[config.mk]
export PLATFORM = sky130hd
export DESIGN_NAME = contactless_block_protocol_step
export DESIGN_NICKNAME = d
export VERILOG_FILES = /design/src/design/cbp_pkg.sv /design/src/design/cbp_front.sv /design/src/design/cbp_queue.sv /design/src/design/cbp_back.sv /design/src/design/contactless_block_protocol_step.sv
export SDC_FILE = /design/constraint.sdc
export NUM_CORES = 1
export LEC_CHECK = 0
export BUFFER_PORTS_ARGS = -buffer_cell sky130_fd_sc_hd__buf_2
export CORE_MARGIN = 5
export CORE_UTILIZATION = 65
export CTS_CLUSTER_DIAMETER = 50
export DETAILED_ROUTE_END_ITERATION = 12
export PLACE_DENSITY = 0.86
export SYNTH_ARGS = -nofsm -noshare
export SYNTH_HDL_FRONTEND = slang
export SYNTH_HIERARCHICAL = 1
export SYNTH_SLANG_ARGS = --single-unit
[constraint.sdc]
create_clock -name clock -period 14.1 [get_ports clock]
set_clock_uncertainty 0.15 [all_clocks]
set_input_delay 1.41 -clock clock [delete_from_list [all_inputs] [get_ports clock]]
set_output_delay 1.41 -clock clock [all_outputs]
set_load 0.01 [all_outputs]
[src/design/cbp_pkg.sv]
package cbp_pkg;

   localparam logic [1:0] CMD_START = 2'd0;
   localparam logic [1:0] CMD_RECV  = 2'd1;
   localparam logic [1:0] CMD_FAIL  = 2'd2;
   localparam logic [1:0] CMD_NONE  = 2'd3;

   localparam logic [1:0] ACT_SEND = 2'd0;
   localparam logic [1:0] ACT_COPY = 2'd1;
   localparam logic [1:0] ACT_DONE = 2'd2;
   localparam logic [1:0] ACT_ERR  = 2'd3;

   localparam logic [1:0] CSR_CID_ENABLE     = 2'd0;
   localparam logic [1:0] CSR_NAD_ENABLE     = 2'd1;
   localparam logic [1:0] CSR_MAX_INF_LENGTH = 2'd2;

   localparam logic [7:0] PCB_I_BASE    = 8'h02;
   localparam logic [7:0] PCB_R_BASE    = 8'hA2;
   localparam logic [7:0] PCB_S_WTX     = 8'hF2;
   localparam logic [7:0] PCB_S_MASK    = 8'hF0;
   localparam logic [7:0] PCB_I_MASK    = 8'hC0;
   localparam logic [7:0] PCB_R_MASK    = 8'hE0;
   localparam logic [7:0] PCB_R_MATCH   = 8'hA0;
   localparam logic [7:0] PCB_BIT_BN    = 8'h01;
   localparam logic [7:0] PCB_BIT_NAD   = 8'h04;
   localparam logic [7:0] PCB_BIT_CID   = 8'h08;
   localparam logic [7:0] PCB_BIT_CHAIN = 8'h10;
   localparam logic [7:0] TX_CID_VALUE  = 8'h01;

   localparam logic [7:0] MAX_INF_RESET = 8'd254;

   typedef enum logic [2:0] {
      KIND_START = 3'd0,
      KIND_FAIL  = 3'd1,
      KIND_SWTX  = 3'd2,
      KIND_IBLK  = 3'd3,
      KIND_RBLK  = 3'd4,
      KIND_OTHER = 3'd5
   } kind_type;

   typedef struct packed {
      kind_type    kind;
      logic [15:0] apdu_length;
      logic        blk_bit;
      logic        empty;
      logic        chain_bit;
      logic        swtx_cid;
      logic [7:0]  cid_byte;
      logic [5:0]  wtxm;
      logic [1:0]  skip;
      logic [7:0]  copy_length;
   } entry_type;

   typedef struct packed {
      logic [1:0]  action;
      logic [7:0]  tx_pcb;
      logic [7:0]  tx_cid_byte;
      logic [15:0] tx_inf_offset;
      logic [7:0]  tx_inf_length;
      logic [5:0]  tx_wtxm;
      logic [1:0]  rx_skip;
      logic [15:0] rx_offset;
      logic [7:0]  rx_copy_length;
      logic        last;
   } rsp_type;

   function automatic rsp_type rsp_blank();
      rsp_type r;
      r = '0;
      r.action = ACT_SEND;
      r.rx_skip = 2'd1;
      r.last = 1'b1;
      return r;
   endfunction

endpackage

[src/design/cbp_front.sv]
module cbp_front
   import cbp_pkg::*;
(
   input  logic        req_tvalid,
   output logic        req_tready,
   input  logic [1:0]  req_tuser,
   input  logic [55:0] req_tdata,
   input  logic        queue_full,
   output logic        push,
   output entry_type   push_entry
);

   logic [15:0] apdu_length;
   logic [7:0]  pcb;
   logic [7:0]  byte1;
   logic [7:0]  byte2;
   logic [8:0]  rx_length;
   logic [1:0]  skip;
   logic [8:0]  remain;

   assign apdu_length = req_tdata[15:0];
   assign pcb         = req_tdata[23:16];
   assign byte1       = req_tdata[31:24];
   assign byte2       = req_tdata[39:32];
   assign rx_length   = req_tdata[48:40];

   assign req_tready = !queue_full;
   assign push       = req_tvalid && !queue_full && (req_tuser != CMD_NONE);

   assign skip   = 2'd1 + {1'b0, pcb[3]} + {1'b0, pcb[2]};
   assign remain = (rx_length > {7'd0, skip}) ? rx_length - {7'd0, skip} : 9'd0;

   always_comb begin
      push_entry             = '0;
      push_entry.apdu_length = apdu_length;
      push_entry.blk_bit     = pcb[0];
      push_entry.empty       = (rx_length == 9'd0);
      push_entry.chain_bit   = |(pcb & PCB_BIT_CHAIN);
      push_entry.swtx_cid    = |(pcb & PCB_BIT_CID);
      push_entry.cid_byte    = byte1;
      push_entry.wtxm        = push_entry.swtx_cid ? byte2[5:0] : byte1[5:0];
      push_entry.skip        = skip;
      push_entry.copy_length = remain[8] ? 8'hFF : remain[7:0];
      unique case (req_tuser)
         CMD_START: push_entry.kind = KIND_START;
         CMD_FAIL:  push_entry.kind = KIND_FAIL;
         default: begin
            if ((pcb & PCB_S_MASK) == PCB_S_MASK) begin
               push_entry.kind = KIND_SWTX;
            end else if ((pcb & PCB_I_MASK) == 8'h00) begin
               push_entry.kind = KIND_IBLK;
            end else if ((pcb & PCB_R_MASK) == PCB_R_MATCH) begin
               push_entry.kind = KIND_RBLK;
            end else begin
               push_entry.kind = KIND_OTHER;
            end
         end
      endcase
   end

endmodule

[src/design/cbp_queue.sv]
module cbp_queue
   import cbp_pkg::*;
#(
   parameter int DEPTH = 4
) (
   input  logic      clock,
   input  logic      reset,
   input  logic      push,
   input  entry_type push_entry,
   output logic      full,
   input  logic      pop,
   output logic      valid,
   output entry_type head
);

   localparam int PTR_W = (DEPTH > 1) ? $clog2(DEPTH) : 1;
   localparam int CNT_W = $clog2(DEPTH + 1);

   entry_type        entry_ff [DEPTH];
   logic [PTR_W-1:0] wr_ptr_ff, wr_ptr_in;
   logic [PTR_W-1:0] rd_ptr_ff, rd_ptr_in;
   logic [CNT_W-1:0] count_ff, count_in;

   assign full  = (count_ff == CNT_W'(DEPTH));
   assign valid = (count_ff != '0);
   assign head  = entry_ff[rd_ptr_ff];

   always_comb begin
      wr_ptr_in = wr_ptr_ff;
      rd_ptr_in = rd_ptr_ff;
      count_in  = count_ff;
      if (push) begin
         wr_ptr_in = (wr_ptr_ff == PTR_W'(DEPTH - 1)) ? '0 : wr_ptr_ff + 1'b1;
      end
      if (pop) begin
         rd_ptr_in = (rd_ptr_ff == PTR_W'(DEPTH - 1)) ? '0 : rd_ptr_ff + 1'b1;
      end
      case ({push, pop})
         2'b10:   count_in = count_ff + 1'b1;
         2'b01:   count_in = count_ff - 1'b1;
         default: count_in = count_ff;
      endcase
   end

   always_ff @(posedge clock) begin
      if (reset) begin
         wr_ptr_ff <= '0;
         rd_ptr_ff <= '0;
         count_ff  <= '0;
      end else begin
         wr_ptr_ff <= wr_ptr_in;
         rd_ptr_ff <= rd_ptr_in;
         count_ff  <= count_in;
      end
   end

   always_ff @(posedge clock) begin
      if (push) begin
         entry_ff[wr_ptr_ff] <= push_entry;
      end
   end

   a_count_bound: assert property (@(posedge clock) disable iff (reset)
      count_ff <= CNT_W'(DEPTH))
      else $error("queue count beyond depth");

   a_no_overflow: assert property (@(posedge clock) disable iff (reset)
      full && !pop |=> wr_ptr_ff == $past(wr_ptr_ff))
      else $error("queue written while full");

   a_no_underflow: assert property (@(posedge clock) disable iff (reset)
      pop |-> valid)
      else $error("queue read while empty");

endmodule

[src/design/cbp_back.sv]
module cbp_back
   import cbp_pkg::*;
#(
   parameter int RETRY_LIMIT = 3
) (
   input  logic       clock,
   input  logic       reset,
   input  logic       csr_we,
   input  logic [1:0] csr_index,
   input  logic [7:0] csr_wdata,
   input  logic       entry_valid,
   input  entry_type  entry,
   output logic       pop,
   output logic       rsp_tvalid,
   input  logic       rsp_tready,
   output rsp_type    rsp
);

   localparam logic [2:0] RETRY_MAX = 3'(RETRY_LIMIT);

   logic        cid_en_ff;
   logic        nad_en_ff;
   logic [7:0]  max_inf_ff;

   logic        bn_ff, bn_in;
   logic [15:0] send_off_ff, send_off_in;
   logic [15:0] recv_off_ff, recv_off_in;
   logic [15:0] total_ff, total_in;
   logic        chain_ff, chain_in;
   logic [2:0]  retry_ff, retry_in;
   logic        busy_ff, busy_in;

   rsp_type     out_ff, out_in;
   logic        out_valid_ff, out_valid_in;
   rsp_type     pend_ff, pend_in;
   logic        pend_valid_ff, pend_valid_in;

   logic [7:0]  mx;
   logic [15:0] rem_now;
   logic [15:0] off_adv;
   logic [15:0] rem_adv;
   logic        chain_now;
   logic        chain_adv;
   logic        chain_start;
   logic [2:0]  retry_next;
   logic [15:0] recv_sum;
   logic        out_free;
   rsp_type     r0, r1;
   logic        two;

   function automatic rsp_type iblock_rsp(input logic bn, input logic nad, input logic cid,
                                          input logic chain, input logic [7:0] len,
                                          input logic [15:0] off);
      rsp_type r;
      r = rsp_blank();
      r.action = ACT_SEND;
      r.tx_pcb = PCB_I_BASE | (bn ? PCB_BIT_BN : 8'h00) | (nad ? PCB_BIT_NAD : 8'h00)
               | (cid ? PCB_BIT_CID : 8'h00) | (chain ? PCB_BIT_CHAIN : 8'h00);
      r.tx_cid_byte   = cid ? TX_CID_VALUE : 8'h00;
      r.tx_inf_offset = off;
      r.tx_inf_length = len;
      return r;
   endfunction

   function automatic rsp_type rblock_rsp(input logic bn, input logic nak, input logic cid);
      rsp_type r;
      r = rsp_blank();
      r.action = ACT_SEND;
      r.tx_pcb = PCB_R_BASE | (bn ? PCB_BIT_BN : 8'h00) | (nak ? PCB_BIT_CHAIN : 8'h00)
               | (cid ? PCB_BIT_CID : 8'h00);
      r.tx_cid_byte = cid ? TX_CID_VALUE : 8'h00;
      return r;
   endfunction

   assign mx          = (max_inf_ff == 8'd0) ? 8'd1 : max_inf_ff;
   assign rem_now     = (send_off_ff > total_ff) ? 16'd0 : total_ff - send_off_ff;
   assign off_adv     = send_off_ff + {8'd0, mx};
   assign rem_adv     = (off_adv > total_ff) ? 16'd0 : total_ff - off_adv;
   assign chain_now   = rem_now > {8'd0, mx};
   assign chain_adv   = rem_adv > {8'd0, mx};
   assign chain_start = entry.apdu_length > {8'd0, mx};
   assign retry_next  = retry_ff + 3'd1;
   assign recv_sum    = recv_off_ff + {8'd0, entry.copy_length};
   assign out_free    = !out_valid_ff || rsp_tready;
   assign pop         = out_free && !pend_valid_ff && entry_valid;

   assign rsp_tvalid = out_valid_ff;
   assign rsp        = out_ff;

   always_comb begin
      bn_in       = bn_ff;
      send_off_in = send_off_ff;
      recv_off_in = recv_off_ff;
      total_in    = total_ff;
      chain_in    = chain_ff;
      retry_in    = retry_ff;
      busy_in     = busy_ff;
      r0          = rsp_blank();
      r1          = rsp_blank();
      two         = 1'b0;
      if (pop) begin
         if (entry.kind == KIND_START) begin
            total_in    = entry.apdu_length;
            send_off_in = '0;
            recv_off_in = '0;
            retry_in    = '0;
            busy_in     = 1'b1;
            chain_in    = chain_start;
            r0 = iblock_rsp(bn_ff, nad_en_ff, cid_en_ff, chain_start,
                            chain_start ? mx : entry.apdu_length[7:0], 16'd0);
         end else if (!busy_ff) begin
            r0.action = ACT_ERR;
         end else begin
            retry_in = '0;
            unique case (entry.kind)
               KIND_FAIL: begin
                  if (retry_next >= RETRY_MAX) begin
                     busy_in   = 1'b0;
                     r0.action = ACT_ERR;
                  end else begin
                     retry_in = retry_next;
                     r0 = rblock_rsp(bn_ff, 1'b1, cid_en_ff);
                  end
               end
               KIND_SWTX: begin
                  r0.action  = ACT_SEND;
                  r0.tx_pcb  = PCB_S_WTX;
                  r0.tx_wtxm = entry.wtxm;
                  if (entry.swtx_cid && cid_en_ff) begin
                     r0.tx_pcb      = PCB_S_WTX | PCB_BIT_CID;
                     r0.tx_cid_byte = entry.cid_byte;
                  end
               end
               KIND_IBLK: begin
                  if (entry.blk_bit != bn_ff || entry.empty) begin
                     busy_in   = 1'b0;
                     r0.action = ACT_ERR;
                  end else begin
                     two               = 1'b1;
                     bn_in             = !bn_ff;
                     recv_off_in       = recv_sum;
                     r0.action         = ACT_COPY;
                     r0.rx_skip        = entry.skip;
                     r0.rx_offset      = recv_off_ff;
                     r0.rx_copy_length = entry.copy_length;
                     r0.last           = 1'b0;
                     if (entry.chain_bit) begin
                        r1 = rblock_rsp(!bn_ff, 1'b0, cid_en_ff);
                     end else begin
                        busy_in      = 1'b0;
                        r1.action    = ACT_DONE;
                        r1.rx_offset = recv_sum;
                     end
                  end
               end
               KIND_RBLK: begin
                  if (entry.blk_bit == bn_ff) begin
                     bn_in = !bn_ff;
                     if (!chain_ff) begin
                        busy_in   = 1'b0;
                        r0.action = ACT_ERR;
                     end else begin
                        send_off_in = off_adv;
                        chain_in    = chain_adv;
                        r0 = iblock_rsp(!bn_ff, nad_en_ff, cid_en_ff, chain_adv,
                                        chain_adv ? mx : rem_adv[7:0], off_adv);
                     end
                  end else begin
                     chain_in = chain_now;
                     r0 = iblock_rsp(bn_ff, nad_en_ff, cid_en_ff, chain_now,
                                     chain_now ? mx : rem_now[7:0], send_off_ff);
                  end
               end
               default: begin
                  busy_in      = 1'b0;
                  r0.action    = ACT_DONE;
                  r0.rx_offset = recv_off_ff;
               end
            endcase
         end
      end
   end

   always_comb begin
      out_in        = out_ff;
      out_valid_in  = out_valid_ff;
      pend_in       = pend_ff;
      pend_valid_in = pend_valid_ff;
      if (out_free) begin
         if (pend_valid_ff) begin
            out_in        = pend_ff;
            out_valid_in  = 1'b1;
            pend_valid_in = 1'b0;
         end else if (entry_valid) begin
            out_in        = r0;
            out_valid_in  = 1'b1;
            pend_in       = r1;
            pend_valid_in = two;
         end else begin
            out_valid_in = 1'b0;
         end
      end
   end

   always_ff @(posedge clock) begin
      if (reset) begin
         cid_en_ff     <= 1'b1;
         nad_en_ff     <= 1'b0;
         max_inf_ff    <= MAX_INF_RESET;
         bn_ff         <= 1'b0;
         send_off_ff   <= '0;
         recv_off_ff   <= '0;
         total_ff      <= '0;
         chain_ff      <= 1'b0;
         retry_ff      <= '0;
         busy_ff       <= 1'b0;
         out_valid_ff  <= 1'b0;
         pend_valid_ff <= 1'b0;
      end else begin
         if (csr_we) begin
            unique case (csr_index)
               CSR_CID_ENABLE:     cid_en_ff  <= csr_wdata[0];
               CSR_NAD_ENABLE:     nad_en_ff  <= csr_wdata[0];
               CSR_MAX_INF_LENGTH: max_inf_ff <= csr_wdata;
               default: ;
            endcase
         end
         bn_ff         <= bn_in;
         send_off_ff   <= send_off_in;
         recv_off_ff   <= recv_off_in;
         total_ff      <= total_in;
         chain_ff      <= chain_in;
         retry_ff      <= retry_in;
         busy_ff       <= busy_in;
         out_valid_ff  <= out_valid_in;
         pend_valid_ff <= pend_valid_in;
      end
   end

   always_ff @(posedge clock) begin
      out_ff  <= out_in;
      pend_ff <= pend_in;
   end

   a_pend_behind_out: assert property (@(posedge clock) disable iff (reset)
      pend_valid_ff |-> out_valid_ff)
      else $error("second result held without a first");

   a_retry_bound: assert property (@(posedge clock) disable iff (reset)
      retry_ff < RETRY_MAX)
      else $error("retry count reached limit");

   a_busy_end: assert property (@(posedge clock) disable iff (reset)
      $fell(busy_ff) |-> (out_valid_ff && (out_ff.action == ACT_ERR
         || out_ff.action == ACT_DONE)) || (pend_valid_ff && pend_ff.action == ACT_DONE))
      else $error("exchange ended without completion or error");

   a_pend_last: assert property (@(posedge clock) disable iff (reset)
      pend_valid_ff |-> pend_ff.last && !out_ff.last)
      else $error("result pair marked wrong");

endmodule

[src/design/contactless_block_protocol_step.sv]
// Reader-side step of the contactless half-duplex block protocol. Each request on req_ is a
// start command, a received block header, an exchange failure or none; each but none yields
// one result on rsp_ (two for an accepted I-block: a copy window, then an R(ACK) or
// completion), the final one flagged by rsp_tlast. A front stage classifies each request
// into a queue of QUEUE_DEPTH entries; the back stage takes one entry per cycle while the
// output register is free and no second result is pending, updates the protocol state and
// fills the output register. Sustained rate is one result per cycle while rsp_tready holds,
// set by the single result register feeding rsp_. Registers on csr_: 0 cid_enable,
// 1 nad_enable, 2 max_inf_length; write them only while no result is outstanding.
module contactless_block_protocol_step
   import cbp_pkg::*;
#(
   parameter int RETRY_LIMIT = 3,
   parameter int QUEUE_DEPTH = 4
) (
   input  logic        clock,
   input  logic        reset,
   input  logic        req_tvalid,
   output logic        req_tready,
   input  logic [1:0]  req_tuser,   // cmd
   input  logic [55:0] req_tdata,   // apdu_length, rx_pcb, rx_byte1, rx_byte2, rx_length
   output logic        rsp_tvalid,
   input  logic        rsp_tready,
   output logic [1:0]  rsp_tuser,   // action
   output logic [71:0] rsp_tdata,   // tx_pcb, tx_cid_byte, tx_inf_offset, tx_inf_length,
                                    // tx_wtxm, rx_skip, rx_offset, rx_copy_length
   output logic        rsp_tlast,
   input  logic        csr_we,
   input  logic [1:0]  csr_index,
   input  logic [7:0]  csr_wdata
);

   logic      push;
   entry_type push_entry;
   logic      queue_full;
   logic      pop;
   logic      entry_valid;
   entry_type entry;
   rsp_type   rsp;

   cbp_front u_front (
      .req_tvalid (req_tvalid),
      .req_tready (req_tready),
      .req_tuser  (req_tuser),
      .req_tdata  (req_tdata),
      .queue_full (queue_full),
      .push       (push),
      .push_entry (push_entry)
   );

   cbp_queue #(
      .DEPTH (QUEUE_DEPTH)
   ) u_queue (
      .clock      (clock),
      .reset      (reset),
      .push       (push),
      .push_entry (push_entry),
      .full       (queue_full),
      .pop        (pop),
      .valid      (entry_valid),
      .head       (entry)
   );

   cbp_back #(
      .RETRY_LIMIT (RETRY_LIMIT)
   ) u_back (
      .clock       (clock),
      .reset       (reset),
      .csr_we      (csr_we),
      .csr_index   (csr_index),
      .csr_wdata   (csr_wdata),
      .entry_valid (entry_valid),
      .entry       (entry),
      .pop         (pop),
      .rsp_tvalid  (rsp_tvalid),
      .rsp_tready  (rsp_tready),
      .rsp         (rsp)
   );

   assign rsp_tuser = rsp.action;
   assign rsp_tlast = rsp.last;
   assign rsp_tdata = {rsp.rx_copy_length, rsp.rx_offset, rsp.rx_skip, rsp.tx_wtxm,
                       rsp.tx_inf_length, rsp.tx_inf_offset, rsp.tx_cid_byte, rsp.tx_pcb};

endmodule

# == After elaboration in Yosys (flattened, before gate mapping) ==
# Memory sizes are Yosys's and may differ from the RTL's. A register that Yosys moved wholly into a read port is not among the register bits.
# Index checks and enable logic that the tools add are counted.
# op_classes
add_sub_neg,12
order_cmp,7
n_eq_ne,20
n_mux,88
bitwise_logic,15
reduce_logical,41
# ops
operator,n
75-bit 2-to-1 mux,5
73-bit 2-to-1 mux,3
16-bit 2-to-1 mux,11
8-bit bitwise OR,9
16-bit case mux with 4 select lines,1
16-bit by 8-bit greater-than comparator with 1-bit output,3
16-bit case mux with 3 select lines,1
24-bit case mux with 2 select lines,1
8-bit 2-to-1 mux,5
16-bit by 8-bit adder with 16-bit output,2
16-bit greater-than comparator,2
16-bit subtractor,2
1-bit 2-to-1 mux,29
27-bit 2-to-1 mux,1
9-bit case mux with 3 select lines,1
3-bit 2-to-1 mux,7
2-bit 2-to-1 mux,9
6-bit case mux with 3 select lines,1
8-bit zero test,2
2-bit nonzero test,8
5-bit 2-to-1 mux,3
12-bit 2-to-1 mux,1
3-bit case mux with 2 select lines,2
2-bit AND reduction,6
other kinds (40),68
# totals
regBits,223
ram_bits,188
inputBits,73
output_inout_bits,77
word_cells,219
n_memories,1
# memory_table
memory,depth,width,rd,rd_ports_with_merged_regs,write_ports,line_no,source
u_queue.entry_ff,4,47,1,1,1,cbp_queue.sv:19,entry_type entry_ff [DEPTH];

# == Longest topological paths before layout ==
# Gate-level depths: netlist of the first run.
# logic_depth
ltp_word,16
ltp_mapped,31
mapped_depth_nobuf,29

# == By module ==
# The synthesis of the first run kept the hierarchy.
# modules_own_cells
mod,n_inst,cells_each,area_each_um2,seq_area_each_um2
cbp_back,1,1123,10129.7,4144.0
cbp_queue,1,289,7247.0,5825.6
cbp_front,1,87,621.8,0.0

# == Worst setup path before layout of the first run ==
# Ideal clock, no wire load.
# synth_timing
path_kind,reg2reg
startpoint,register u_back.max_inf_ff[1]
endpoint,"register u_back.out_ff, in the netlist u_back/rsp[69] (data pin)"
setup_time_ps,279
arrival_time_ps,6129
required_time_ps,13671
setup_slack_ps,7542
stages_incl_launch_ff,32
path_buffers,2
synth_period_minus_slack_ps,6558
cell_sequence,dfxtp_1 nor4_1 a41o_1 ha_1 fa_1 a21o_1 a21oi_1 o21bai_1 a21oi_1 o21bai_1 a21oi_1 nor2_1 a31oi_1 nor2_1 ha_1 nand2_1 o21ai_0 nor3_1 o2bb2ai_1 clkbuf_1 nor2_1 ha_1 a21o_1 a21oi_1 a21o_1 a21oi_1 a221oi_1 nand2_1 or4_1 buf_6 a32oi_2 o221ai_1
# synth_via
elab_chain_cells,16
elab_cells_between_ends,23
classes_between,2 x add/sub; 4 x order compare; 13 x mux; 3 x bitwise; 1 x reduce/logical
# synth_rtl
item,line_no,source
from (decl),cbp_back.sv:23,logic [7:0] max_inf_ff;
from (signal assigned),cbp_back.sv:224,CSR_MAX_INF_LENGTH: max_inf_ff <= csr_wdata;
8-bit zero test,cbp_back.sv:75,assign mx = (max_inf_ff == 8'd0) ? 8'd1 : max_inf_ff;
8-bit 2-to-1 mux *,cbp_back.sv:75,
16-bit by 8-bit adder with 16-bit output,cbp_back.sv:77,"assign off_adv = send_off_ff + {8'd0, mx};"
16-bit subtractor or 16-bit greater-than comparator (tied branches),cbp_back.sv:78,assign rem_adv = (off_adv > total_ff) ? 16'd0 : total_ff - off_adv;
16-bit 2-to-1 mux,cbp_back.sv:78,
16-bit by 8-bit greater-than comparator with 1-bit output,cbp_back.sv:80,"assign chain_adv = rem_adv > {8'd0, mx};"
5-bit 2-to-1 mux,cbp_back.sv:58,| (cid ? PCB_BIT_CID : 8'h00) | (chain ? PCB_BIT_CHAIN : 8'h00);
8-bit bitwise OR,cbp_back.sv:58,
73-bit 2-to-1 mux,cbp_back.sv:159,if (!chain_ff) begin
75-bit 2-to-1 mux,cbp_back.sv:157,if (entry.blk_bit == bn_ff) begin
16-bit case mux with 3 select lines,cbp_back.sv:115,unique case (entry.kind)
73-bit 2-to-1 mux,cbp_back.sv:111,end else if (!busy_ff) begin
75-bit 2-to-1 mux *,cbp_back.sv:102,if (entry.kind == KIND_START) begin
75-bit 2-to-1 mux *,cbp_back.sv:101,if (pop) begin
75-bit 2-to-1 mux *,cbp_back.sv:194,end else if (entry_valid) begin
75-bit 2-to-1 mux *,cbp_back.sv:190,if (pend_valid_ff) begin
to (signal assigned),cbp_back.sv:241,out_ff <= out_in;
to (decl),cbp_back.sv:33,"rsp_type out_ff, out_in;"
# Every way passes the cells marked *; elsewhere a longest branch is shown, timed or not. The select of a mux whose other input is x is not followed.
# A chain may end at the register's enable or synchronous reset.

# == Worst setup path in the final report of the first run ==
# layout_timing
startpoint,register u_back.max_inf_ff[5]
endpoint,"register u_back.out_ff, in the netlist u_back/rsp[69] (data pin)"
# Same word-level chain as after synthesis.

==> flow_metrics.tcl, run 1 <==
set metrics [dict create \
    outcome "completed" \
    total_switching_power_w 0.00127 \
    antenna_violations_before_repair 0 \
    cp_launch_type "flip-flop" \
    routedWlPerCell_um 22.0 \
    synth.area.top_cells "sky130_fd_sc_hd__edfxtp_1 (47%), sky130_fd_sc_hd__dfxtp_1 (8.3%), sky130_fd_sc_hd__mux4_2 (5.9%), sky130_fd_sc_hd__ha_1 (5.8%), sky130_fd_sc_hd__a21oi_1 (3.0%)" \
    design.core.area_um2 27600 \
    dominantRegCellSynth "sky130_fd_sc_hd__edfxtp_1" \
    holdCritStartpoint "u_back/max_inf_ff[0]$_SDFFE_PP0P_" \
    unique_masters_post_synth 85 \
    crit_family "compound AO/OA/AOI/OAI gates" \
    vdd_drop_max_mv 0.138 \
    power.share.switching_pct 34.4 \
    area_growth_pct 11.9 \
    num_antenna_cells 0 \
    tritoncts "yes" \
    ctsLongestPathBuffers 3 \
    ant_nets 0 \
    hold_path_class "flip-flop to flip-flop" \
    seq_power_share_pct 40.4 \
    synth_warnings 6 \
    syn-instance-count 1499 \
    leftover_overflow_at_the_end_of_global_routing 0 \
    cts_made_buffers 39 \
    layout.cell_area.non_filler_um2 20100 \
    final_nets 1767 \
    worst_pin_slew_ps 1220 \
    first_pass_grt_wire_length_um 67900 \
    comb_power_share_pct 31.2 \
    post_route_cells_drive_above_1_share_pct 18.3 \
    grt_setup_unrepaired "false" \
    first_pass_iters 8 \
    worst_r2r_path_cells 29 \
    crit-reg2reg-capture "u_back/rsp[69]$_SDFFCE_PP0P_" \
    viasPerCell 6.35 \
    power_density_nw_per_um2 183 \
    synth_top_cell_by_area "sky130_fd_sc_hd__edfxtp_1" \
    final_setup_viols 0 \
    initial_core_util_pct 65.3 \
    clock_power_share_pct 28.4 \
    clkLatencyLatePin_ps 560 \
    multiInputGateArea_um2 7240 \
    globalRouteTotalUtil_pct 28.0 \
    cp_common_cell "sky130_fd_sc_hd__a21oi_1" \
    dieArea_um2 31100 \
    routabilityCongestion 0.971 \
    postPlaceCellArea_um2 18800 \
    finalHoldViolations 0 \
    maxSlewViolCount 0 \
    critical_path_peak_fanout 14 \
    drv.max_cap_violation_count 0 \
    power.static_leakage_nw 7.63 \
    crit_slowest_cell "sky130_fd_sc_hd__or4_1" \
    fillCellCount 1751 \
    required_time_at_the_endpoint_of_the_critical_path_ps 14150 \
    critPathCaptureType "flip-flop" \
    synthMostInstantiatedCell "sky130_fd_sc_hd__edfxtp_1" \
    cts.reportedPaths.clkPinSlew_ps 60 \
    gr-max-usage-layer "met2" \
    hpwlAfterDp_um 30300 \
    syn_area_per_cell_um2 12.0 \
    regToRegSetupSlack_ps 5930 \
    num_rows 61 \
    post_cts.resized_instances 0 \
    dr_total_vias 12798 \
    clkSinkCount 357 \
    use_met3_pct 6.53 \
    setup.worst_path.class "flip-flop to flip-flop" \
    critPathArrivalTime_ps 8220 \
    count_of_flip_flops_with_a_built_in_enable_after_synthesis 282 \
    final.period_utilization_pct 57.9 \
    postSynth.asyncResetShare_pct 0 \
    globalRouteMet2Util_pct 46.0 \
    max-slew-margin-rel_pct 17.7 \
    max_stage_delay_ps 750 \
    first_global_vias 12502 \
    postSynthRegisterBits 357 \
    drt_iter0_drc 1342 \
    wire_length_after_detailed_routing_um 44200 \
    num_io_pins 150 \
    die_height_um 176 \
    power.internal_w 0.00242 \
    grt.met1_usage_pct 37.8 \
    yosysTopAreaCellShare_pct 47.0 \
    die_x_um 176 \
    ctsHtreeMaxLevel 2 \
    post-route-min-period_ps 8170 \
    worstHoldEndpoint "u_back/max_inf_ff[0]$_SDFFE_PP0P_" \
    timing.setup.tns_ps 0 \
    number_of_remaining_drc_errors 0 \
    crit_buf_inv 1 \
    buffer_ports.inserted 139 \
    syn_nets 1661 \
    max_freq_mhz 122 \
    clockRootBuffer "sky130_fd_sc_hd__clkbuf_16" \
    postCtsSetupBuffers 0 \
    cts_hold_buffers 0 \
    finalCoreUtilization_pct 73.1 \
    grt_max_degree 48 \
    synth.yosys.seq_area_share_pct 55.4 \
    post_synth_instance_area_um2 18000 \
    hold-path-cell-count 2 \
    synth_common_cells "sky130_fd_sc_hd__edfxtp_1 (282), sky130_fd_sc_hd__nor2_1 (122), sky130_fd_sc_hd__nand2_1 (116), sky130_fd_sc_hd__a21oi_1 (107), sky130_fd_sc_hd__ha_1 (83)" \
    seq_area_um2 9970 \
    reg2reg_from "u_back/max_inf_ff[5]$_SDFFE_PP1P_" \
]
-- stage by stage --
step | instances | hold slack [ps] | setup slack [ps] | total power [W]
floorplan | 1499 | 286 | 7540 | 0.00229
global placement | 1942 | 295 | 6230 | 0.00260
detailed placement | 1942 | 328 | 6170 | 0.00263
CTS | 2014 | 338 | 6070 | 0.00369
global route | 2014 | 364 | 5460 | 0.00386
finish | 2014 | 335 | 5930 | 0.00369
-- placed cells by master, fill, tap and decap left out, types with 17 or more instances in the layout --
master,count
sky130_fd_sc_hd__edfxtp_1,282
sky130_fd_sc_hd__buf_2,139
sky130_fd_sc_hd__nor2_1,121
sky130_fd_sc_hd__nand2_1,116
sky130_fd_sc_hd__a21oi_1,107
sky130_fd_sc_hd__ha_1,83
sky130_fd_sc_hd__inv_1,79
sky130_fd_sc_hd__dfxtp_1,73
sky130_fd_sc_hd__o21ai_0,55
sky130_fd_sc_hd__mux4_2,47
sky130_fd_sc_hd__clkbuf_16,39
sky130_fd_sc_hd__nor3_1,34
sky130_fd_sc_hd__xnor2_1,33
sky130_fd_sc_hd__nand3_1,27
sky130_fd_sc_hd__mux2i_1,24
sky130_fd_sc_hd__a21o_1,21
sky130_fd_sc_hd__and2_1,21
sky130_fd_sc_hd__xor2_1,18
sky130_fd_sc_hd__nand2b_1,17
-- worst reg2reg max path, delay by kind of cell, from the launching register on --
family	cells	cell delay, ps
DFF	1	500
AOI/OAI and AO/OA	17	4090
and+or+nand+nor	7	1550
adders and majority gates	4	1350
buffers and inverters	1	190
-- power by group through the flow --
stage,clock [W],sequential (W),combinational [W]
after CTS,0.00106,0.00149,0.00114
after global placement,0,0.00150,0.00110
after floorplan,0,0.00151,0.000785
final,0.00105,0.00149,0.00115
after global routing,0.00111,0.00151,0.00124
after detailed placement,0,0.00151,0.00112
-- sequential cells by signal, indices dropped and copies added, names as in the netlist, 2 cells and up, named ones only --
name and count:
u_queue/entry_ff 188, u_back/rsp 74, u_back/pend_ff 20, u_back/recv_off_ff 16
u_back/send_off_ff 16, u_back/total_ff 16, u_back/max_inf_ff 8, u_back/retry_ff 3
u_queue/count_ff 3, u_queue/rd_ptr_ff 2, u_queue/wr_ptr_ff 2
-- cell type report --
class | instances | area share (%)
flip-flops and latches | 357 | 49.5
multi-input cells | 974 | 36.0
clock buffers | 48 | 5.16
repair buffers | 153 | 3.98
well taps | 378 | 2.35
clock inverters | 24 | 1.52
inverters | 80 | 1.49
-- worst max path at each step --
stage	from	end	slack, ps	cells after the start
finish	u_back/max_inf_ff[5]$_SDFFE_PP1P_	u_back/rsp[69]$_SDFFCE_PP0P_	5930	29
global route	u_back/max_inf_ff[5]$_SDFFE_PP1P_	u_back/rsp[69]$_SDFFCE_PP0P_	5460	28
CTS	u_back/max_inf_ff[5]$_SDFFE_PP1P_	u_back/rsp[69]$_SDFFCE_PP0P_	6070	29
detailed placement	u_back/max_inf_ff[5]$_SDFFE_PP1P_	u_back/rsp[69]$_SDFFCE_PP0P_	6170	29
global placement	u_back/max_inf_ff[5]$_SDFFE_PP1P_	u_back/rsp[69]$_SDFFCE_PP0P_	6230	28
floorplan	u_back/max_inf_ff[1]$_SDFFE_PP1P_	u_back/rsp[69]$_SDFFCE_PP0P_	7540	31
-- cell families after synthesis --
logic type / count (synthesis) / share of synthesized area (%)
buffers and inverters: 168 / 4.50
AOI/OAI and AO/OA: 328 / 12.1
and+or+nand+nor: 427 / 11.3
xor gates and xnor gates: 51 / 2.48
adders and majority gates: 89 / 6.44
muxes: 79 / 7.74
DFF: 357 / 55.4
-- layer usage --
metal | up-vias | part of all wire (%)
met5 | - | 0
met2 | 739 | 48
met3 | 104 | 10
met1 | 6152 | 39
li1 | 5803 | -
met4 | 0 | 2.6
Note: power is estimated with default switching activity, not from simulation.
==> inputs of run 2 (changes only) <==
- CORE_UTILIZATION: 65 -> 55
- PLACE_DENSITY: 0.86 -> 0.77
- clock period: 14.1 -> 7.4 ns (I/O delays scaled with it)
==> run 2 against run 1 <==
Clock power rose by 76%; first-iteration DRC count decreased by 5.1%; routed wire length down 0.52%; count of clock-buffer cells in the layout decreased by 1; largest power group unchanged.
==> flow_metrics.tcl, run 2 (synthesis results as in run 1) <==
set metrics [dict create \
    outcome "completed" \
    clkSinkCount 357 \
    num_rows 66 \
    finalNonFillerCells 2087 \
    finalCoreUtilization_pct 62.3 \
    power_density_nw_per_um2 342 \
    routedWlPerCell_um 21.1 \
    critPathArrivalTime_ps 7020 \
    hold_path_class "input pin to flip-flop" \
    wl_met1_um 18400 \
    post-route-min-period_ps 6910 \
    vdd_drop_max_mv 0.234 \
    dr_total_vias 12599 \
    largest_reg_flops 188 \
    total_switching_power_w 0.00239 \
    layout_setup_ws_ps 495 \
    area_growth_pct 12.3 \
    crit_buf_inv 2 \
    cts.reportedPaths.clkPinSlew_ps 60 \
    max-slew-margin-rel_pct 23.1 \
    number_of_remaining_drc_errors 0 \
    post_route_cells_drive_above_1_share_pct 18.8 \
    power.internal_w 0.00452 \
    routed.top_layer "met5" \
    critical_path_peak_fanout 14 \
    grt_max_degree 66 \
    regToRegSetupSlack_ps 490 \
    tritoncts "yes" \
    die_x_um 191 \
    antenna_violations_before_repair 3 \
    ctsLongestPathBuffers 3 \
    setup.worst_path.class "flip-flop to flip-flop" \
    route.met2.wl_um 20200 \
    leading_cell_type_in_the_layout_fill_and_taps_excluded "sky130_fd_sc_hd__edfxtp_1" \
    design.core.area_um2 32500 \
    power.static_leakage_nw 7.63 \
    max_stage_delay_ps 550 \
    finalHoldViolations 0 \
    power.share.switching_pct 34.6 \
    dp_worst_setup_slack_ps 217 \
    leading_cell_types_in_the_layout_fill_and_taps_excluded "sky130_fd_sc_hd__edfxtp_1 (282), sky130_fd_sc_hd__buf_2 (139), sky130_fd_sc_hd__nor2_1 (120), sky130_fd_sc_hd__nand2_1 (116), sky130_fd_sc_hd__a21oi_1 (106)" \
    clockRootBuffer "sky130_fd_sc_hd__clkbuf_16" \
    globalRouteTotalUtil_pct 24.0 \
    grt_setup_unrepaired "false" \
    routabilityCongestion 0.943 \
    final_setup_viols 0 \
    num_io_pins 150 \
    drt_iter0_drc 1274 \
    ant_nets 0 \
    leftover_overflow_at_the_end_of_global_routing 0 \
    clock_power_share_pct 26.7 \
    initial_core_util_pct 55.5 \
    wire_length_after_detailed_routing_um 44000 \
    final.period_utilization_pct 93.3 \
    post-place-cells 2013 \
    viasPerCell 6.04 \
    first_pass_iters 5 \
    max_flop_register "u_queue/entry_ff" \
    buffer_ports.inserted 139 \
    hpwlAfterDp_um 30700 \
    required_time_at_the_endpoint_of_the_critical_path_ps 7510 \
    first_global_vias 12443 \
    wl_met3_um 3950 \
    max_freq_mhz 145 \
    comb_power_share_pct 33.1 \
    postCtsSetupBuffers 0 \
    dieArea_um2 36400 \
    cts_hold_buffers 0 \
    maxSlewViolCount 0 \
    worst_pin_slew_ps 1150 \
    cp_launch_type "flip-flop" \
    seq_power_share_pct 40.2 \
    cts_made_buffers 39 \
    timing.setup.tns_ps 0 \
    critPathCaptureType "flip-flop" \
    clkLatencyLatePin_ps 540 \
    crit_family "compound AO/OA/AOI/OAI gates" \
    die_height_um 191 \
    ctsHtreeMaxLevel 2 \
    first_pass_grt_wire_length_um 68700 \
    fillCellCount 2490 \
    final_nets 1774 \
    crit_slowest_cell "sky130_fd_sc_hd__or4_1" \
    drv.max_cap_violation_count 0 \
]
-- run 2: cell types whose count changed in the layout (fill, tap and decap cells not counted), sizes merged --
| cell | delta |
|---|---|
| buf | +7 |
| bufinv | -3 |
| clkbuf | -1 |
| clkinv | +9 |
| clkinvlp | -1 |
| diode | +2 |
| inv | -4 |
-- run 2: worst register-to-register path: cells and delay by family (launching register included) --
kind	cells	cell delay, ps
AOI/OAI and AO/OA	18	3120
adders and majority gates	4	1270
and+or+nand+nor	5	1120
DFF	1	440
buffers and inverters	2	400
xor gates and xnor gates	1	130
-- run 2: path summary, 6_finish.rpt --
path	startpoint	end	cells after the start
worst max-delay path	u_back/max_inf_ff[2]$_SDFFE_PP1P_	u_back/rsp[33]$_SDFFCE_PP0P_	30
worst min-delay path	req_tdata[12]	u_queue/entry_ff[2][40]$_DFFE_PP_	1
worst max register to register	u_back/max_inf_ff[2]$_SDFFE_PP1P_	u_back/rsp[33]$_SDFFCE_PP0P_	30
worst min register to register	u_back/total_ff[0]$_SDFFE_PP0P_	u_back/total_ff[0]$_SDFFE_PP0P_	2
-- run 2: area by class of cell --
| class | count | area (µm²) | area share (%) |
|---|---|---|---|
| Sequential cell | 357 | 9980 | 49.4 |
| Multi-Input combinational cell | 974 | 7280 | 36.0 |
| Clock buffer | 47 | 1040 | 5.13 |
| Timing Repair Buffer | 160 | 853 | 4.22 |
| Tap cell | 442 | 553 | 2.74 |
| Inverter | 80 | 300 | 1.49 |
| Clock inverter | 25 | 204 | 1.01 |
| Antenna cell | 2 | 5.00 | 0.0248 |
-- run 2: power by group through the flow --
stage,combinational [W],sequential (W),clock [W]
6_report,0.00229,0.00278,0.00185
2_1_floorplan,0.00150,0.00287,0
4_1_cts,0.00227,0.00279,0.00188
3_3_place_gp,0.00222,0.00281,0
3_5_place_dp,0.00225,0.00282,0
5_1_grt,0.00249,0.00282,0.00197
-- run 2: layer usage --
| metal | global-route usage [%] | vias to the layer above |
|---|---|---|
| met1 | 33.3 | 6122 |
| li1 | - | 5822 |
| met4 | 8.01 | 6 |
| met5 | 0 | - |
| met3 | 5.44 | 96 |
| met2 | 38.0 | 553 |
-- run 2: timing repair --
action	4_1_cts	5_1_grt
endpoints found under the setup margin	0	10
gates resized for setup	0	6
endpoints found under the hold margin	0	0
-- run 2: through the flow --
stage | total power (W) | area [µm²] | hold slack [ps]
after floorplan | 0.00437 | 18000 | 286
after global placement | 0.00503 | 18900 | 297
after detailed placement | 0.00507 | 18900 | 329
after CTS | 0.00693 | 20200 | 244
after global routing | 0.00728 | 20200 | 251
final | 0.00692 | 20200 | 266
==> inputs of run 3 (changes only) <==
- CORE_UTILIZATION: 55 -> 54
- MAX_ROUTING_LAYER: unset -> met4
- PLACE_DENSITY: 0.77 -> 0.76
- SYNTH_HIERARCHICAL: 1 -> unset
==> run 3 against run 2 <==
Core utilization up 0.83 points; maximum frequency down 3.7%; die area down 0.46%; via count down 1.8%; cell count up 0.67%; largest power group unchanged; non-clock buffer count up 22; critical path depth up 3; first-iteration DRC count down 19%; final area up 1.1%; global-route usage down 0.14 points; power up 2.4%; flip-flop and latch count unchanged.
==> flow_metrics.tcl, run 3 <==
set metrics [dict create \
    cts.reportedPaths.clkPinSlew_ps 70 \
    synth_top_cell_by_area "sky130_fd_sc_hd__edfxtp_1" \
    leading_cell_types_in_the_layout_fill_and_taps_excluded "sky130_fd_sc_hd__edfxtp_1 (282), sky130_fd_sc_hd__nor2_1 (139), sky130_fd_sc_hd__buf_2 (139), sky130_fd_sc_hd__nand2_1 (118), sky130_fd_sc_hd__a21oi_1 (111)" \
    synth_common_cells "sky130_fd_sc_hd__edfxtp_1 (282), sky130_fd_sc_hd__nor2_1 (140), sky130_fd_sc_hd__nand2_1 (118), sky130_fd_sc_hd__a21oi_1 (115), sky130_fd_sc_hd__ha_1 (83)" \
    dominantRegCellSynth "sky130_fd_sc_hd__edfxtp_1" \
    die_x_um 190 \
    post_synth_instance_area_um2 17600 \
    final.period_utilization_pct 96.9 \
    routedWlPerCell_um 20.5 \
    vdd_drop_max_mv 0.231 \
    syn_area_per_cell_um2 12.0 \
    ctsLongestPathBuffers 3 \
    synth.yosys.seq_area_share_pct 56.7 \
    critical_path_peak_fanout 6 \
    num_io_pins 150 \
    crit_slowest_cell "sky130_fd_sc_hd__or4_4" \
    layout_setup_ws_ps 230 \
    area_growth_pct 16.1 \
    power.static_leakage_nw 7.73 \
    dr_total_vias 12378 \
    critPathCaptureType "flip-flop" \
    fillCellCount 2549 \
    power.share.switching_pct 33.1 \
    dp_worst_setup_slack_ps -149 \
    max_stage_delay_ps 580 \
    synth_warnings 0 \
    number_of_remaining_drc_errors 0 \
    crit_family "compound AO/OA/AOI/OAI gates" \
    seq_area_um2 9980 \
    initial_core_util_pct 54.3 \
    first_pass_iters 5 \
    required_time_at_the_endpoint_of_the_critical_path_ps 7520 \
    largest_reg_flops 188 \
    design.core.area_um2 32400 \
    ant_nets 0 \
    max-slew-margin-rel_pct 20.9 \
    leading_cell_type_in_the_layout_fill_and_taps_excluded "sky130_fd_sc_hd__edfxtp_1" \
    max_freq_mhz 139 \
    hold_path_class "input pin to flip-flop" \
    postSynthRegisterBits 357 \
    synthMostInstantiatedCell "sky130_fd_sc_hd__edfxtp_1" \
    drv.max_cap_violation_count 0 \
    total_switching_power_w 0.00234 \
    dieArea_um2 36300 \
    syn-instance-count 1468 \
    clock_power_share_pct 29.6 \
    die_height_um 190 \
    clockRootBuffer "sky130_fd_sc_hd__clkbuf_16" \
    cts_made_buffers 40 \
    routabilityCongestion 0.929 \
    power_w 0.00709 \
    timing.setup.tns_ps 0 \
    final_nets 1786 \
    buffer_ports.inserted 139 \
    first_global_vias 12207 \
    seq_power_share_pct 38.6 \
    critPathArrivalTime_ps 7290 \
    wire_length_after_detailed_routing_um 43000 \
    power_density_nw_per_um2 347 \
    tritoncts "yes" \
    drt_iter0_drc 1036 \
    clkLatencyLatePin_ps 550 \
    num_rows 66 \
    synth.area.top_cells "sky130_fd_sc_hd__edfxtp_1 (48%), sky130_fd_sc_hd__dfxtp_1 (8.5%), sky130_fd_sc_hd__mux4_2 (6.0%), sky130_fd_sc_hd__ha_1 (5.9%), sky130_fd_sc_hd__a21oi_1 (3.3%)" \
    crit_buf_inv 2 \
    hpwlAfterDp_um 29100 \
    maxSlewViolCount 0 \
    syn_nets 1630 \
    final_setup_viols 0 \
    power.internal_w 0.00474 \
    outcome "completed" \
    multiInputGateArea_um2 7160 \
    first_pass_grt_wire_length_um 66800 \
    setup.worst_path.class "flip-flop to flip-flop" \
    clkSinkCount 357 \
    cp_common_cell "sky130_fd_sc_hd__a21oi_2" \
    count_of_flip_flops_with_a_built_in_enable_after_synthesis 282 \
    unique_masters_post_synth 67 \
    cp_launch_type "flip-flop" \
    viasPerCell 5.89 \
    ctsHtreeMaxLevel 2 \
    grt_max_degree 75 \
    antenna_violations_before_repair 4 \
    max_flop_register "u_queue.entry_ff" \
    comb_power_share_pct 31.8 \
    worst_pin_slew_ps 1180 \
    globalRouteTotalUtil_pct 23.9 \
    post-route-min-period_ps 7170 \
    postSynth.asyncResetShare_pct 0 \
    finalHoldViolations 0 \
    yosysTopAreaCellShare_pct 48.2 \
    post_route_cells_drive_above_1_share_pct 21.0 \
    regToRegSetupSlack_ps 230 \
    leftover_overflow_at_the_end_of_global_routing 0 \
]
run 3: metal layers:
layer  vias to the layer above  share of wire (%)  global-route usage, %
met3                        77                7.8                   4.03
li1                       5781                  -                      -
met2                       480                 46                   37.4
met1                      6040                 44                   33.6
met5                         -                  0                      -
met4                         0                1.9                   5.06
run 3: path summary, 6_finish.rpt:
kind,to,from,cells after the start
setup / recovery,u_back.rsp[33]$_SDFFCE_PP0P_,u_back.max_inf_ff[5]$_SDFFE_PP1P_,33
hold / removal,u_queue.entry_ff[2][27]$_DFFE_PP_,req_tdata[16],1
setup reg to reg,u_back.rsp[33]$_SDFFCE_PP0P_,u_back.max_inf_ff[5]$_SDFFE_PP1P_,33
hold reg to reg,u_back.max_inf_ff[0]$_SDFFE_PP0P_,u_back.max_inf_ff[0]$_SDFFE_PP0P_,2
run 3: logic make-up (layout without fill, tap and decap cells):
logic type | after synthesis | count (layout) | share of synthesized area (%)
compound gates | 290 | 290 | 10.9
xor+xnor | 57 | 57 | 2.84
fa+ha+maj | 89 | 89 | 6.59
buf+inv | 145 | 333 | 3.20
flops | 357 | 357 | 56.7
mux | 65 | 65 | 7.14
other cells | 0 | 3 | 0
simple gates | 465 | 465 | 12.7
run 3: stage by stage:
stage | utilization (%) | hold slack (ps) | area, µm² | cells
after floorplan | - | 286 | 17600 | 1468
after global placement | 58.3 | 295 | 18900 | 2016
after detailed placement | 58.3 | 301 | 18900 | 2016
after CTS | 62.7 | 243 | 20300 | 2092
after global routing | 63.1 | 252 | 20400 | 2101
final | 63.1 | 260 | 20400 | 2101
run 3: power groups by stage:
stage / Clock [W] / Sequential, W / Combinational [W]
5_1_grt: 0.00222 / 0.00277 / 0.00244
6_report: 0.00210 / 0.00273 / 0.00225
3_5_place_dp: 0 / 0.00278 / 0.00216
3_3_place_gp: 0 / 0.00277 / 0.00212
4_1_cts: 0.00213 / 0.00274 / 0.00220
2_1_floorplan: 0 / 0.00280 / 0.00142
run 3: final cells by class:
class	instances	share of cell area [%]
Inverter	77	1.42
Tap cell	442	2.71
Clock inverter	23	1.73
Clock buffer	51	5.20
Antenna cell	3	0.0368
Sequential cell	357	48.9
Timing Repair Buffer	182	4.99
Multi-Input combinational cell	966	35.1
run 3: repair_timing:
item | CTS | global route
endpoints found under the hold margin | 0 | 0
resized for setup | 3 | 19
endpoints found under the setup margin | 8 | 9
pin swaps | 0 | 12
hold buffers | 0 | 0
gates cloned | 0 | 0
setup buffers | 2 | 6
